--- config.mk ---
export PLATFORM = sky130hd
export DESIGN_NAME = tptc_fifo
export DESIGN_NICKNAME = d
export VERILOG_FILES = /design/src/rtl/tptc_pkg.sv /design/src/rtl/tptc_fifo.sv
export SDC_FILE = /design/constraint.sdc
export NUM_CORES = 1
export LEC_CHECK = 0
export ABC_CLOCK_PERIOD_IN_PS = 2750
export BUFFER_PORTS_ARGS = -buffer_cell sky130_fd_sc_hd__buf_2
export CAP_MARGIN = 25
export CORE_ASPECT_RATIO = 1.4
export CORE_MARGIN = 3
export CORE_UTILIZATION = 50
export DETAILED_ROUTE_END_ITERATION = 12
export PLACE_DENSITY_LB_ADDON = 0.08
export SLEW_MARGIN = 20
export SYNTH_ARGS = -nofsm -noshare
export SYNTH_HDL_FRONTEND = slang
export SYNTH_SLANG_ARGS = --single-unit
--- constraint.sdc ---
create_clock -name clk -period 2.75 [get_ports clk]
set_input_delay 0.1375 -clock clk [delete_from_list [all_inputs] [get_ports clk]]
set_output_delay 0.1375 -clock clk [all_outputs]
set_load 0.005 [all_outputs]
--- src/rtl/tptc_pkg.sv ---
// Shared types and constants for the tile pair transition counter.
`default_nettype none
package tptc_pkg;

  localparam int TILE_TYPES_DEF = 64;
  localparam int MAX_WIDTH_DEF  = 1024;
  localparam int COUNT_BITS_DEF = 20;
  localparam int TILE_BITS_MAX  = 8;
  localparam int CMD_FIFO_DEPTH = 4;
  localparam int PROB_FRAC      = 16;
  localparam logic [16:0] PROB_ONE = 17'h10000;
  localparam logic [10:0] MAP_WIDTH_RESET = 11'd16;

  typedef enum logic [1:0] {
    OP_CLEAR  = 2'd0,
    OP_SAMPLE = 2'd1,
    OP_READ   = 2'd2,
    OP_NONE   = 2'd3
  } opcode_t;

  typedef struct packed {
    logic [1:0] opcode;
    logic [5:0] tile_code;
    logic       direction;
    logic [5:0] from_tile;
    logic [5:0] to_tile;
  } in_item_t;

  typedef struct packed {
    logic [16:0] probability;
    logic [19:0] pair_count;
    logic [19:0] row_total;
  } out_item_t;

  typedef enum logic [1:0] {
    CMD_CLEAR  = 2'd0,
    CMD_SAMPLE = 2'd1,
    CMD_READ   = 2'd2
  } cmd_kind_t;

  typedef struct packed {
    cmd_kind_t                kind;
    logic                     has_right;
    logic                     has_down;
    logic                     dir;
    logic [TILE_BITS_MAX-1:0] left;
    logic [TILE_BITS_MAX-1:0] above;
    logic [TILE_BITS_MAX-1:0] tile;
    logic [TILE_BITS_MAX-1:0] from_t;
    logic [TILE_BITS_MAX-1:0] to_t;
  } cmd_t;

  typedef enum logic {
    FR_IDLE = 1'b0,
    FR_LOOK = 1'b1
  } fr_state_t;

  typedef enum logic [1:0] {
    BK_IDLE   = 2'd0,
    BK_UPDATE = 2'd1,
    BK_DIV    = 2'd2,
    BK_CLEAR  = 2'd3
  } bk_state_t;

endpackage
`default_nettype wire

--- src/rtl/tptc_fifo.sv ---
// Short command queue between the front and back parts.
`default_nettype none
module tptc_fifo
  import tptc_pkg::*;
#(
  parameter int DEPTH = CMD_FIFO_DEPTH
) (
  input  wire logic clk,
  input  wire logic rst,
  input  wire logic push,
  input  wire cmd_t wdata,
  output logic      full,
  input  wire logic pop,
  output cmd_t      rdata,
  output logic      empty
);
  localparam int AW = (DEPTH > 1) ? $clog2(DEPTH) : 1;
  localparam int CW = $clog2(DEPTH + 1);

  cmd_t          mem [DEPTH];
  logic [AW-1:0] wptr;
  logic [AW-1:0] rptr;
  logic [CW-1:0] count;
  logic          do_push;
  logic          do_pop;

  assign full    = (count == CW'(DEPTH));
  assign empty   = (count == '0);
  assign do_push = push && !full;
  assign do_pop  = pop && !empty;
  assign rdata   = mem[rptr];

  always_ff @(posedge clk) begin
    if (do_push) begin
      mem[wptr] <= wdata;
    end
  end

  always_ff @(posedge clk) begin
    if (rst) begin
      wptr  <= '0;
      rptr  <= '0;
      count <= '0;
    end else begin
      if (do_push) begin
        wptr <= (wptr == AW'(DEPTH - 1)) ? '0 : wptr + AW'(1);
      end
      if (do_pop) begin
        rptr <= (rptr == AW'(DEPTH - 1)) ? '0 : rptr + AW'(1);
      end
      if (do_push && !do_pop) begin
        count <= count + CW'(1);
      end else if (do_pop && !do_push) begin
        count <= count - CW'(1);
      end
    end
  end
endmodule
`default_nettype wire

# Word level (Yosys, flattened, before mapping)
# Memories as Yosys holds them, arrays and structs flattened. A register that Yosys moved wholly into a read port is not among the register bits.
# Cells that the tools add are included.
# totals
register_bits	7
ram_bits	180
inputBits	49
output_inout_bits	47
word_cells	29
n_memories	1
# op_classes
n_addsub	4
n_eq_ne	3
n_mux	8
reduce_logical	10
# mem_list
name	depth	word_bits	read_ports	rd_ports_with_merged_regs	write_ports	line_no	rtl
mem	4	45	1	1	1	tptc_fifo.sv:20	cmd_t mem [DEPTH];
# op_table
operator	n
2-bit two-way mux	4
3-bit two-way mux	2
2-bit by 1-bit adder with 2-bit output, second input constant	2
2-bit equality test, second input constant	2
1-bit logical AND	4
1-bit logical NOT	4
3-bit by 1-bit adder with 3-bit output, second input constant	1
3-bit equality test, second input constant	1
3-bit logical NOT	1
3-bit by 1-bit subtractor with 3-bit output, second input constant	1
1-bit two-way mux	2
2-bit nonzero test	1

# Longest topological paths before layout
# Gate-level depths: netlist of run 1.
# logic_depth
depth_word	7
ltp_mapped	10
depth_no_buf	9

# Least setup slack after synthesis of run 1
# Ideal clock, no wire load.
# synth_path
path_type	reg2reg
from	reg count[0]
to	mem mem[0][0] in the netlist's numbering, enable pin
setup_ns	0.407
t_arrival_ns	1.810
required_time_ns	2.343
slack_ns	0.533
stages_incl_launch_ff	4
n_path_buf	1
synth_period_minus_slack_ns	2.217
cell_sequence	dfxtp_1 -> or3b_1 -> buf_6 -> and3_1
# synth_between
elab_chain_cells	5
# synth_lines
element	line_no	rtl
start: declaration	tptc_fifo.sv:23	logic [CW-1:0] count;
start signal: assignment	tptc_fifo.sv:52	count <= count + CW'(1);
start signal: assignment	tptc_fifo.sv:54	count <= count - CW'(1);
3-bit equality test	tptc_fifo.sv:27	assign full = (count == CW'(DEPTH));
1-bit logical NOT	tptc_fifo.sv:29	assign do_push = push && !full;
1-bit logical AND	tptc_fifo.sv:29	
1-bit two-way mux	tptc_fifo.sv:34	if (do_push) begin
1-bit two-way mux (not written as such)	tptc_fifo.sv:35	mem[wptr] <= wdata;
end: declaration	tptc_fifo.sv:20	
# Every way passes these cells.

# Worst setup path after layout of run 1
# layout_path
from	reg count[0]
to	reg count[2]
# layout_between
elab_chain_cells	6
elab_cells_between_ends	15
cone_classes	add/sub: 2; eq/ne: 1; mux: 2; reduce/logical: 10
# layout_lines
element	line_no	rtl
3-bit equality test *	tptc_fifo.sv:27	
1-bit logical NOT *	tptc_fifo.sv:29	
1-bit logical AND *	tptc_fifo.sv:29	
net do_push	tptc_fifo.sv:24	logic do_push;
1-bit logical NOT	tptc_fifo.sv:53	end else if (do_pop && !do_push) begin
1-bit logical AND	tptc_fifo.sv:53	
2-bit nonzero test (no line)	n/a	
# Mark *: on every way through the listed nets, which the timed path passes. The rest lies on a longest branch. The select of a mux whose other input is x is not followed.
# A chain may end at the register's enable or synchronous reset.

==> impl_results.md, run 1 <==
- Gpl congestion: 0.678
- Main synth FF type: edfxtp_1
- Hold path startpoint: push
- Vias: ~3400
- DRT iter0 DRCs: roughly 200
- Clock power share: 32.4%
- Root Driver: clkbuf_16
- Yosys warnings: 0
- Crit path capture type: flip-flop
- Drt drc: 0
- Met2 WL: approximately 6600 um
- Post-Syn Area per Cell: 24.6 um2
- Total grt overflow: 0
- Hold EP: wptr[1]
- Syn Nets: 341
- VDD IR max: about 0.00044 V
- Final setup fails: 0
- First-pass GRT wire length: a little under 20000 um
- PortBufs: 95
- Overall Global Routing Usage: between 10% and 20%
- Adder-Cell Fraction of Synth Area: approximately 1.4%
- Psw: 1.81 mW
- Clock Pin Slew Worst Setup and Hold Paths: 0.06 ns
- Antenna fix cells: 0
- Critical path type: flip-flop to flip-flop
- Number of synthesized flops with an enable pin: 180
- Placed inst area: between 7000 and 8000 um2
- Leakage Power: around 3 nW
- Critical Path Start Type: flip-flop
- Fin crit share: roughly 85%
- Post-layout net count: 497
- Num rows: 50
- Worst Path Required: between 3 and 4 ns
- Synth cell types: 26
- Max Fanout on Critical Path: 7
- Run status: completed
- FF+latch count, synth: 189
- Post-synthesis sequential area ratio: about 80%
- Clock Skew: 0.00762 ns
- Die Ht: approximately 150 um
- IO Count: between 90 and 100
- Largest net degree at the start of global routing: 46
- 1st-pass router iterations: 4
- Final std cells w/o fill: about 640
- RSZ-0062 raised after global routing: false
- Routed vias/inst: ~5.3
- Post-synthesis cell count: about 290
- Gate power share: roughly a fifth
- Area of the die: 15500 um2
- H-tree depth: 4
- Reg2reg path depth: 9
- Initial core utilization: between 50% and 60%
- Clock Latency Late Sink: about 0.42 ns
- Antenna Nets Post-Route: 0
- HP Class: input pin to flip-flop
- Clock Path Buffers: 2
- Count of final max-slew check failures: 0
- Dpl cells: roughly 560
- Power per cell area: between 800 and 900 nW/um2
- Post-synthesis mux area share: approximately 15%
- FF-to-FF End: count[2]
- CTS resizes: 0
- Die width: between 100 and 150 um
- WL met3: a little over 500 um
- Reg-to-reg startpoint: count[0]
- Mapped cell area: between 6000 and 7000 um2
- Worst-margin pin slew: ~0.54 ns
- Final instance area: a little under 9000 um2
- Hold Crit Depth: 3
- Hpwl dp: about 7200 um
- Routed len/inst: between 15 and 20 um
- Vias in the first global route: 3719
- Max-cap violations: 0
- FMAX: between 400 and 500 MHz
- Final Critical Period: ~2.3 ns
- Crit path arrival time: roughly 2.7 ns
- Share of cells above drive strength 1: approximately 42%
- Post-layout util: approximately two thirds
- Initial antenna violation count: 0
- Internal Power: around 5.7 mW
- Clock Sinks: 189
- Compound-Gate Fraction of Synth Area: less than 1%
- Area Growth Syn to Fin: 26.1%
- CTS tree: done
- Design Power: around 7.5 mW
- DR top layer: met4
- Setup_tns: 0 ns
- Rel. slew slack: ~64%
- Sw frac: approximately a quarter
- R2r setup slk: slightly above 0.4 ns
- Core ar.: between 10000 and 15000 um2
- Metal-1 WL: 4970 um
- Seq pwr share: between 40 and 50%
- Endpoints failing hold: 0
- Ys async rst share: 0%
- Final WL: between 10000 and 15000 um
- Post-Synth Simple-Gate Area: between 1 and 1.5%
- Largest family of logic cells by synthesized area: multiplexers
- CTS buffer count: 17
- Synth Area in XOR/XNOR: 0.250%
final cells by class:
type	instances	area (um2)
timing repair buffer	149	1080
clock buffer	18	429
tap	182	228
multi-input combinational	79	1290
clock inverter	13	166
sequential	189	5590
inverter	5	37.5
fill	936	4690
worst max-delay path, cell delays in order (launching register included):
cell      delay (ns)
dfxtp_1         0.44
or3b_1          0.31
clkinv_4        0.09
nor2_2          0.14
ha_1            0.20
inv_1           0.06
fa_1            0.39
xor2_1          0.19
or3_1           0.32
a21oi_1         0.14
sequential cells by signal, indices dropped and copies added (netlist names), named ones only:
signal,cells
rptr,2
count,3
mem,180
wptr,2
power groups by stage:
stage	clock network (mW)	logic, mW	registers, mW
floorplan	0	0.952	3.61
global placement	0	1.42	3.71
detailed placement	0	1.44	3.73
CTS	2.51	1.49	3.67
global route	2.62	1.59	3.70
finish	2.44	1.45	3.65
worst max-delay path by stage:
stage                         from         to  slack [ns]  cells past startpoint
final                     count[0]   count[2]        0.40                      9
after global routing      count[0]   count[2]        0.22                      9
after CTS                 count[0]   count[2]        0.40                      9
after detailed placement  count[0]   count[2]        0.42                      9
after global placement    count[0]   count[2]        0.55                      9
after floorplan           count[0]  mem[0][0]        0.53                      3
kinds of logic after synthesis:
logic type | after synthesis
xor+xnor | 2
simple gates | 16
compound gates | 7
mux | 47
fa+ha+maj | 7
flops | 189
buf+inv | 17
repair_timing:
action,in CTS,in global routing
endpoints found under the hold margin,186,0
buffers inserted,0,0
hold buffers,46,0
Yosys cell counts, types with 2 or more instances:
master      n  share of area [%]
clkbuf_1    2               0.11
xor2_1      2               0.25
or3_1       2               0.18
mux4_2     45                 14
nand3_1     2               0.14
and3_1      4               0.36
edfxtp_1  180                 77
nor2_1      3               0.16
inv_1       3               0.16
a21oi_1     3               0.21
ha_1        6                1.1
buf_2       4               0.29
buf_6       5               0.80
o31ai_2     2               0.36
dfxtp_1     9                2.6
mux2i_1     2               0.29
nor3_1      2               0.14
routing by layer:
metal / vias to the layer above / GRT usage (%)
met1: 1742 / 21.3
met4: 0 / 5.70
met5: - / 0
met3: 11 / 4.48
li1: 1515 / -
met2: 82 / 29.1
cells in the final DEF (no fill, tap or decap), types with 3 or more instances in the layout:
master / n
buf_2: 95
clkbuf_16: 17
mux4_2: 45
nor2_1: 3
edfxtp_1: 180
buf_12: 7
bufinv_16: 3
dlygate4sd3_1: 46
and3_2: 4
dfxtp_1: 7
a21oi_1: 3
inv_1: 3
ha_1: 6
clkinv_4: 5
through the flow:
stage	setup WS, ns	hold slack [ns]
floorplan	0.533	0.236
detailed placement	0.424	0.356
CTS	0.402	0.0177
global route	0.224	0.0398
global placement	0.545	0.349
finish	0.403	0.0439
No activity file was read; power rests on OpenSTA's default activity.
==> run 2: changes to the inputs <==
CELL_PAD_IN_SITES_DETAIL_PLACEMENT = 1   (was unset)
CELL_PAD_IN_SITES_GLOBAL_PLACEMENT = 1   (was unset)
==> impl_results.md, run 2 (synthesized netlist as in run 1, its figures left out) <==
- Worst-margin pin slew: 0.662 ns (+0.118 ns)
- Clock Latency Late Sink: 0.42 ns (about the same)
- Area Growth Syn to Fin: 25.4%
- Initial core utilization: 51.8% (unchanged)
- Commonest non-fill, non-tap cell in the layout: edfxtp_1
- Core ar.: 13500 um2 (unchanged)
- First-pass GRT wire length: 21300 um (+7.4%)
- H-tree depth: 4 (unchanged)
- Highest-delay cell along the critical path: dfxtp_1
- Root Driver: clkbuf_16
- Vias in the first global route: 3904 (+5.0%)
- Final setup fails: 0 (unchanged)
- Post-layout util: 64.9% (-0.35 points)
- Vias: 3377 (+0.81%)
- Gpl congestion: 0.704 (+3.8%)
- Dpl cells: 557 (-0.18%)
- IO Count: 96 (unchanged)
- DRT iter0 DRCs: 117 (-40%)
- R2r setup slk: 0.42 ns (about the same)
- Final Critical Period: 2.33 ns (-0.0135 ns)
- Post-CTS Setup Bufs: 0 (unchanged)
- Clock Path Buffers: 2 (unchanged)
- Run status: completed
- Reg2reg path depth: 9 (unchanged)
- Routed vias/inst: 5.32 (+0.81%)
- Register name with the most flops: mem
- Die Ht: 146 um (unchanged)
- Initial antenna violation count: 0 (unchanged)
- Worst Path Required: 3.10 ns (about the same)
- Max-cap violations: 0 (unchanged)
- Clock Pin Slew Worst Setup and Hold Paths: 0.07 ns (about the same)
- Endpoints failing hold: 0 (unchanged)
- Fill cells: 1161 (+24%)
- Clock Skew: 0.00982 ns (+0.00220 ns)
- Die width: 106 um (unchanged)
- Num rows: 50 (unchanged)
- PortBufs: 95 (unchanged)
- Pre-CTS setup slack: 0.423 ns (-0.00153 ns)
- Final worst slack: 0.416 ns (+0.0135 ns)
- CTS resizes: 0 (unchanged)
- Max stage delay on crit path: 0.45 ns (about the same)
- Overall Global Routing Usage: 18.5% (+1.5 points)
- Hpwl dp: 7920 um (+9.7%)
- Critical path type: flip-flop to flip-flop
- Count of final max-slew check failures: 0 (unchanged)
- Share of cells above drive strength 1: 41.9% (+0.44 points)
- Biggest regs: mem x180, count x3
- CP Capture Point: count[2]
- Critical Path Start Type: flip-flop
- Worst path cell trace: or3b_1 -> clkinv_4 -> nor2_2 -> ha_1 -> inv_1 -> fa_1 -> xor2_1 -> or3_1 -> a21oi_1
- Area of the die: 15500 um2 (unchanged)
- Clock Sinks: 189 (unchanged)
- Max reg flops: 180 (unchanged)
- Total grt overflow: 0 (unchanged)
- Fin crit share: 84.9% (-0.49 points)
- Largest net degree at the start of global routing: 43 (-6.5%)
- Antenna fix cells: 0 (unchanged)
- RSZ-0062 raised after global routing: false
- Crit path capture type: flip-flop
- Rel. slew slack: 55.9% (-7.9 points)
- Crit path from: count[0]
- FMAX: 428 MHz (+0.58%)
- Crit path arrival time: 2.69 ns (about the same)
- Post-layout net count: 496 (-0.20%)
- Drt drc: 0 (unchanged)
- Setup_tns: 0 ns (unchanged)
- Final WL: 13300 um (+9.2%)
- CTS buffer count: 17 (unchanged)
- Final std cells w/o fill: 635 (unchanged)
- Antenna Nets Post-Route: 0 (unchanged)
- Max Fanout on Critical Path: 7 (unchanged)
- CTS tree: done
- Routed len/inst: 20.9 um (+9.2%)
- 1st-pass router iterations: 4 (unchanged)
- Commonest cells after routing, fill and taps aside: 180 x edfxtp_1, 95 x buf_2, 46 x dlygate4sd3_1
- HP Class: input pin to flip-flop
- Reg-to-reg startpoint: count[0]
- Power per cell area: 870 nW/um2 (+1.7%)
- Leakage Power: 3.03 nW (-0.34%)
- VDD IR max: 0.000775 V (+75%)
- FF-to-FF End: count[2]
run 2: cell types whose count changed in the layout (fill, tap and decap cells not counted), moves of 4 or more:
cell / delta
buf_12: -5
inv_6: +5
buf_4: +4
clkinv_4: -4
run 2: final cells by class:
| cell class | instances | area [um2] | share of cell area [%] |
|---|---|---|---|
| flip-flops and latches | 189 | 5590 | 63.7 |
| multi-input cells | 79 | 1290 | 14.7 |
| inverters | 5 | 37.5 | 0.428 |
| well taps | 182 | 228 | 2.59 |
| repair buffers | 148 | 1010 | 11.5 |
| clock buffers | 18 | 439 | 5.00 |
| clock inverters | 14 | 179 | 2.04 |
run 2: metal layers:
metal | GRT usage, % | wire length, um | vias up | part of all wire [%]
met4 | 6.35 | 233 | 0 | 1.8
met1 | 21.9 | 5190 | 1778 | 39
met3 | 3.86 | 392 | 18 | 2.9
met5 | 0 | 0 | - | 0
li1 | - | - | 1510 | -
met2 | 33.3 | 7480 | 71 | 56
run 2: worst max-delay path: cells and delay by family (launching register included):
family / cells / cell delay [ns]
xor+xnor: 1 / 0.18
buf+inv: 2 / 0.15
compound gates: 1 / 0.14
flops: 1 / 0.45
simple gates: 3 / 0.77
fa+ha+maj: 2 / 0.57
run 2: how the worst min path moves through the flow:
stage	from	end	slack, ns	cells after the start
after floorplan	wdata[0]	mem[0][0]	0.24	0
after global placement	wdata[37]	mem[0][37]	0.35	1
after detailed placement	wdata[5]	mem[1][5]	0.36	1
after CTS	push	wptr[0]	0.05	3
after global routing	push	wptr[0]	0.09	3
final	push	wptr[0]	0.09	3
run 2: power by group:
group	total (mW)	switching [mW]	internal [mW]
Combinational	1.44	0.648	0.789
Sequential	3.67	0.184	3.49
Clock	2.53	1.06	1.48
run 2: timing repair:
action / CTS / global route
setup endpoints to repair: 0 / 0
endpoints found under the hold margin: 184 / 0
hold buffers: 46 / 0
run 2: metrics by stage:
stage	instance area, um2	hold WS, ns	power (mW)
after global placement	7700	0.349	5.09
after floorplan	7000	0.236	4.56
after CTS	8780	0.0524	7.74
after detailed placement	7700	0.356	5.16
final	8780	0.0882	7.64
after global routing	8780	0.0888	7.98
==> run 3: changes to the inputs <==
ABC_AREA = 1   (was unset)
ABC_CLOCK_PERIOD_IN_PS = 2250   (was 2750)
CORE_UTILIZATION = 47   (was 50)
clock period = 2.25 ns   (was 2.75 ns; I/O delays follow)
==> impl_results.md, run 3 <==
- Max stage delay on crit path: 0.64 ns (+0.19 ns)
- Crit path arrival time: 1.98 ns (-0.71 ns)
- CTS tree: done
- VDD IR max: 0.000762 V (-1.7%)
- HP Class: input pin to flip-flop
- Post-synthesis sequential area ratio: 76.4% (-3.4 points)
- Critical path type: flip-flop to output port
- DRT iter0 DRCs: 227 (+94%)
- Biggest regs: mem x180, count x3
- Synth cell types: 23 (-12%)
- Area of the die: 17100 um2 (+11%)
- Power per cell area: 1130 nW/um2 (+30%)
- Ys async rst share: 0% (unchanged)
- Synth top area share: 73.9% (-3.3 points)
- Run status: completed
- Post-synthesis mux area share: 0% (-15 points)
- Antenna Nets Post-Route: 0 (unchanged)
- Yosys warnings: 0 (unchanged)
- Clock Skew: 0.0100 ns (+0.000204 ns)
- Share of cells above drive strength 1: 21.9% (-20 points)
- Max reg flops: 180 (unchanged)
- Total grt overflow: 0 (unchanged)
- Main synth FF type: edfxtp_1
- Clock Latency Late Sink: 0.43 ns (about the same)
- FF+latch count, synth: 189 (unchanged)
- Gate power share: 26.6% (+7.8 points)
- Vias in the first global route: 4988 (+28%)
- Worst-margin pin slew: 0.596 ns (-0.0660 ns)
- CTS buffer count: 17 (unchanged)
- Sw frac: 31.2% (+6.5 points)
- Routed vias/inst: 5.35 (+0.61%)
- 1st-pass router iterations: 4 (unchanged)
- Clock power share: 29.1% (-4.1 points)
- Commonest cells after routing, fill and taps aside: 180 x edfxtp_1, 103 x nor2_1, 95 x buf_2
- Rel. slew slack: 60.3% (+4.4 points)
- Psw: 3.16 mW (+67%)
- FMAX: around 480 MHz
- Compound-Gate Fraction of Synth Area: 10.2% (+9.5 points)
- Fin crit share: roughly 93%
- Max Fanout on Critical Path: 36 (+29)
- Hpwl dp: 8900 um (+12%)
- Clock Path Buffers: 2 (unchanged)
- Clock Sinks: 189 (unchanged)
- Post-synth top area cell: edfxtp_1
- Clock Pin Slew Worst Setup and Hold Paths: 0.07 ns (about the same)
- Register name with the most flops: mem
- Post-CTS Setup Bufs: 0 (unchanged)
- Synth Area in XOR/XNOR: 0.120% (-0.13 points)
- Vias: 4580 (+36%)
- Post-Syn Area per Cell: 14.4 um2 (-41%)
- Commonest non-fill, non-tap cell in the layout: edfxtp_1
- Seq pwr share: 44.3% (-3.7 points)
- Final WL: 16200 um (+22%)
- Top cells by area, synth: edfxtp_1 74%, nor2_1 5.5%, o21ai_1 4.1%, o22ai_1 3.9%, dfxtp_1 2.5%
- Crit path capture type: output port
- Initial antenna violation count: 1 (+1)
- Internal Power: 6.97 mW (+21%)
- Max-cap violations: 0 (unchanged)
- Critical Path Start Type: flip-flop
- Final setup fails: 0 (unchanged)
- Highest-delay cell along the critical path: dfxtp_4
- Largest family of logic cells by synthesized area: compound AO/OA/AOI/OAI gates
- Overall Global Routing Usage: 19.4% (+0.86 points)
- Adder-Cell Fraction of Synth Area: 1.30% (-0.058 points)
- Post-Synth Simple-Gate Area: 6.61% (+5.4 points)
- Gpl congestion: 0.709 (+0.72%)
- Syn Nets: 562 (+65%)
- Worst path cell trace: buf_4 -> o21ai_0 -> o22ai_1 -> buf_2
- Num rows: 53 (+6.0%)
- Mapped cell area: 7310 um2 (+4.5%)
- Post-layout util: 59.1% (-5.8 points)
- RSZ-0062 raised after global routing: false
- Area Growth Syn to Fin: 22.3%
- H-tree depth: 4 (unchanged)
- Die width: 111 um (+5.1%)
- Count leader, synth: edfxtp_1
- Commonest cells in the synthesized netlist: 180 x edfxtp_1, 107 x nor2_1, 60 x o21ai_1, 45 x o22ai_1, 31 x o21ai_0
- Die Ht: 154 um (+5.2%)
- Initial core utilization: 48.3% (-3.4 points)
- PortBufs: 95 (unchanged)
- Drt drc: 0 (unchanged)
- Largest net degree at the start of global routing: 91 (+110%)
- Worst Path Required: 2.14 ns (-0.96 ns)
- Routed len/inst: 18.9 um (-9.8%)
- Post-synthesis cell count: 506 (+78%)
- Count of final max-slew check failures: 0 (unchanged)
- Design Power: 10.1 mW (+33%)
- Final Critical Period: ~2.1 ns
- Core ar.: 15100 um2 (+12%)
- Post-layout net count: 706 (+42%)
- Root Driver: clkbuf_16
- First-pass GRT wire length: 25500 um (+20%)
- IO Count: 96 (unchanged)
- Leakage Power: 3.21 nW (+6.0%)
- Number of synthesized flops with an enable pin: 180 (unchanged)
- Endpoints failing hold: 0 (unchanged)
-- run 3: critical path: cells and delay by family (launching register included) --
family / cells / cell delay (ns)
flops: 1 / 0.64
compound gates: 2 / 0.40
buf+inv: 2 / 0.52
-- run 3: stage by stage --
step / TNS, ns / hold WS (ns) / setup slack, ns / cell area, um2 / cells
2_1_floorplan: -135.10 / 0.185 / -0.751 / 7310 / 506
3_3_place_gp: 0 / 0.290 / 0.507 / 7880 / 776
3_5_place_dp: 0 / 0.303 / 0.373 / 7880 / 776
4_1_cts: 0 / 0.0000282 / 0.0969 / 8940 / 855
5_1_grt: 0 / 0.0382 / 0.0140 / 8940 / 856
6_report: 0 / 0.0116 / 0.157 / 8940 / 856
-- run 3: path summary, 6_finish.rpt --
kind | cells after the start | from | slack, ns | end
worst min register to register | 2 | rptr[1] | 0.55 | flip-flop
worst max register to register | 12 | count[1] | 0.38 | count[2]
worst min-delay path | 4 | pop | 0.01 | flip-flop
worst max-delay path | 4 | flip-flop | 0.16 | rdata[38]
-- run 3: logic make-up (layout without fill, tap and decap cells) --
logic type | count (synthesis) | after routing
DFF | 189 | 189
AOI/OAI and AO/OA | 138 | 138
and+or+nand+nor | 125 | 125
buffers and inverters | 46 | 203
adders and majority gates | 7 | 7
xor gates and xnor gates | 1 | 1
other | 0 | 1
-- run 3: cell type report --
type                       count  area (um2)
fill                        1506        6180
inverter                      18        81.3
antenna                        1        2.50
clock inverter                14         155
timing repair buffer         153        1080
multi-input combinational    271        1360
clock buffer                  18         429
sequential                   189        5590
tap                          192         240
-- run 3: layer usage --
layer | part of all wire (%) | wire length [um] | GRT usage, % | vias to the layer above
met4 | 1.8 | 298 | 7.07 | 0
met2 | 54 | 8690 | 34.9 | 96
met5 | 0 | 0 | 0 | -
li1 | - | - | - | 2160
met1 | 41 | 6580 | 22.2 | 2304
met3 | 3.7 | 599 | 4.80 | 20
-- run 3: power groups by stage --
stage / clock, mW / combinational, mW / sequential, mW
final: 2.95 / 2.69 / 4.49
after global routing: 3.18 / 3.03 / 4.53
after CTS: 3.01 / 2.77 / 4.50
after detailed placement: 0 / 2.68 / 4.57
after global placement: 0 / 2.58 / 4.54
after floorplan: 0 / 1.83 / 4.47
-- run 3: repair_timing --
action,in CTS,in global routing
hold endpoints to repair,182,0
gates resized for setup,0,0
hold buffers,47,0
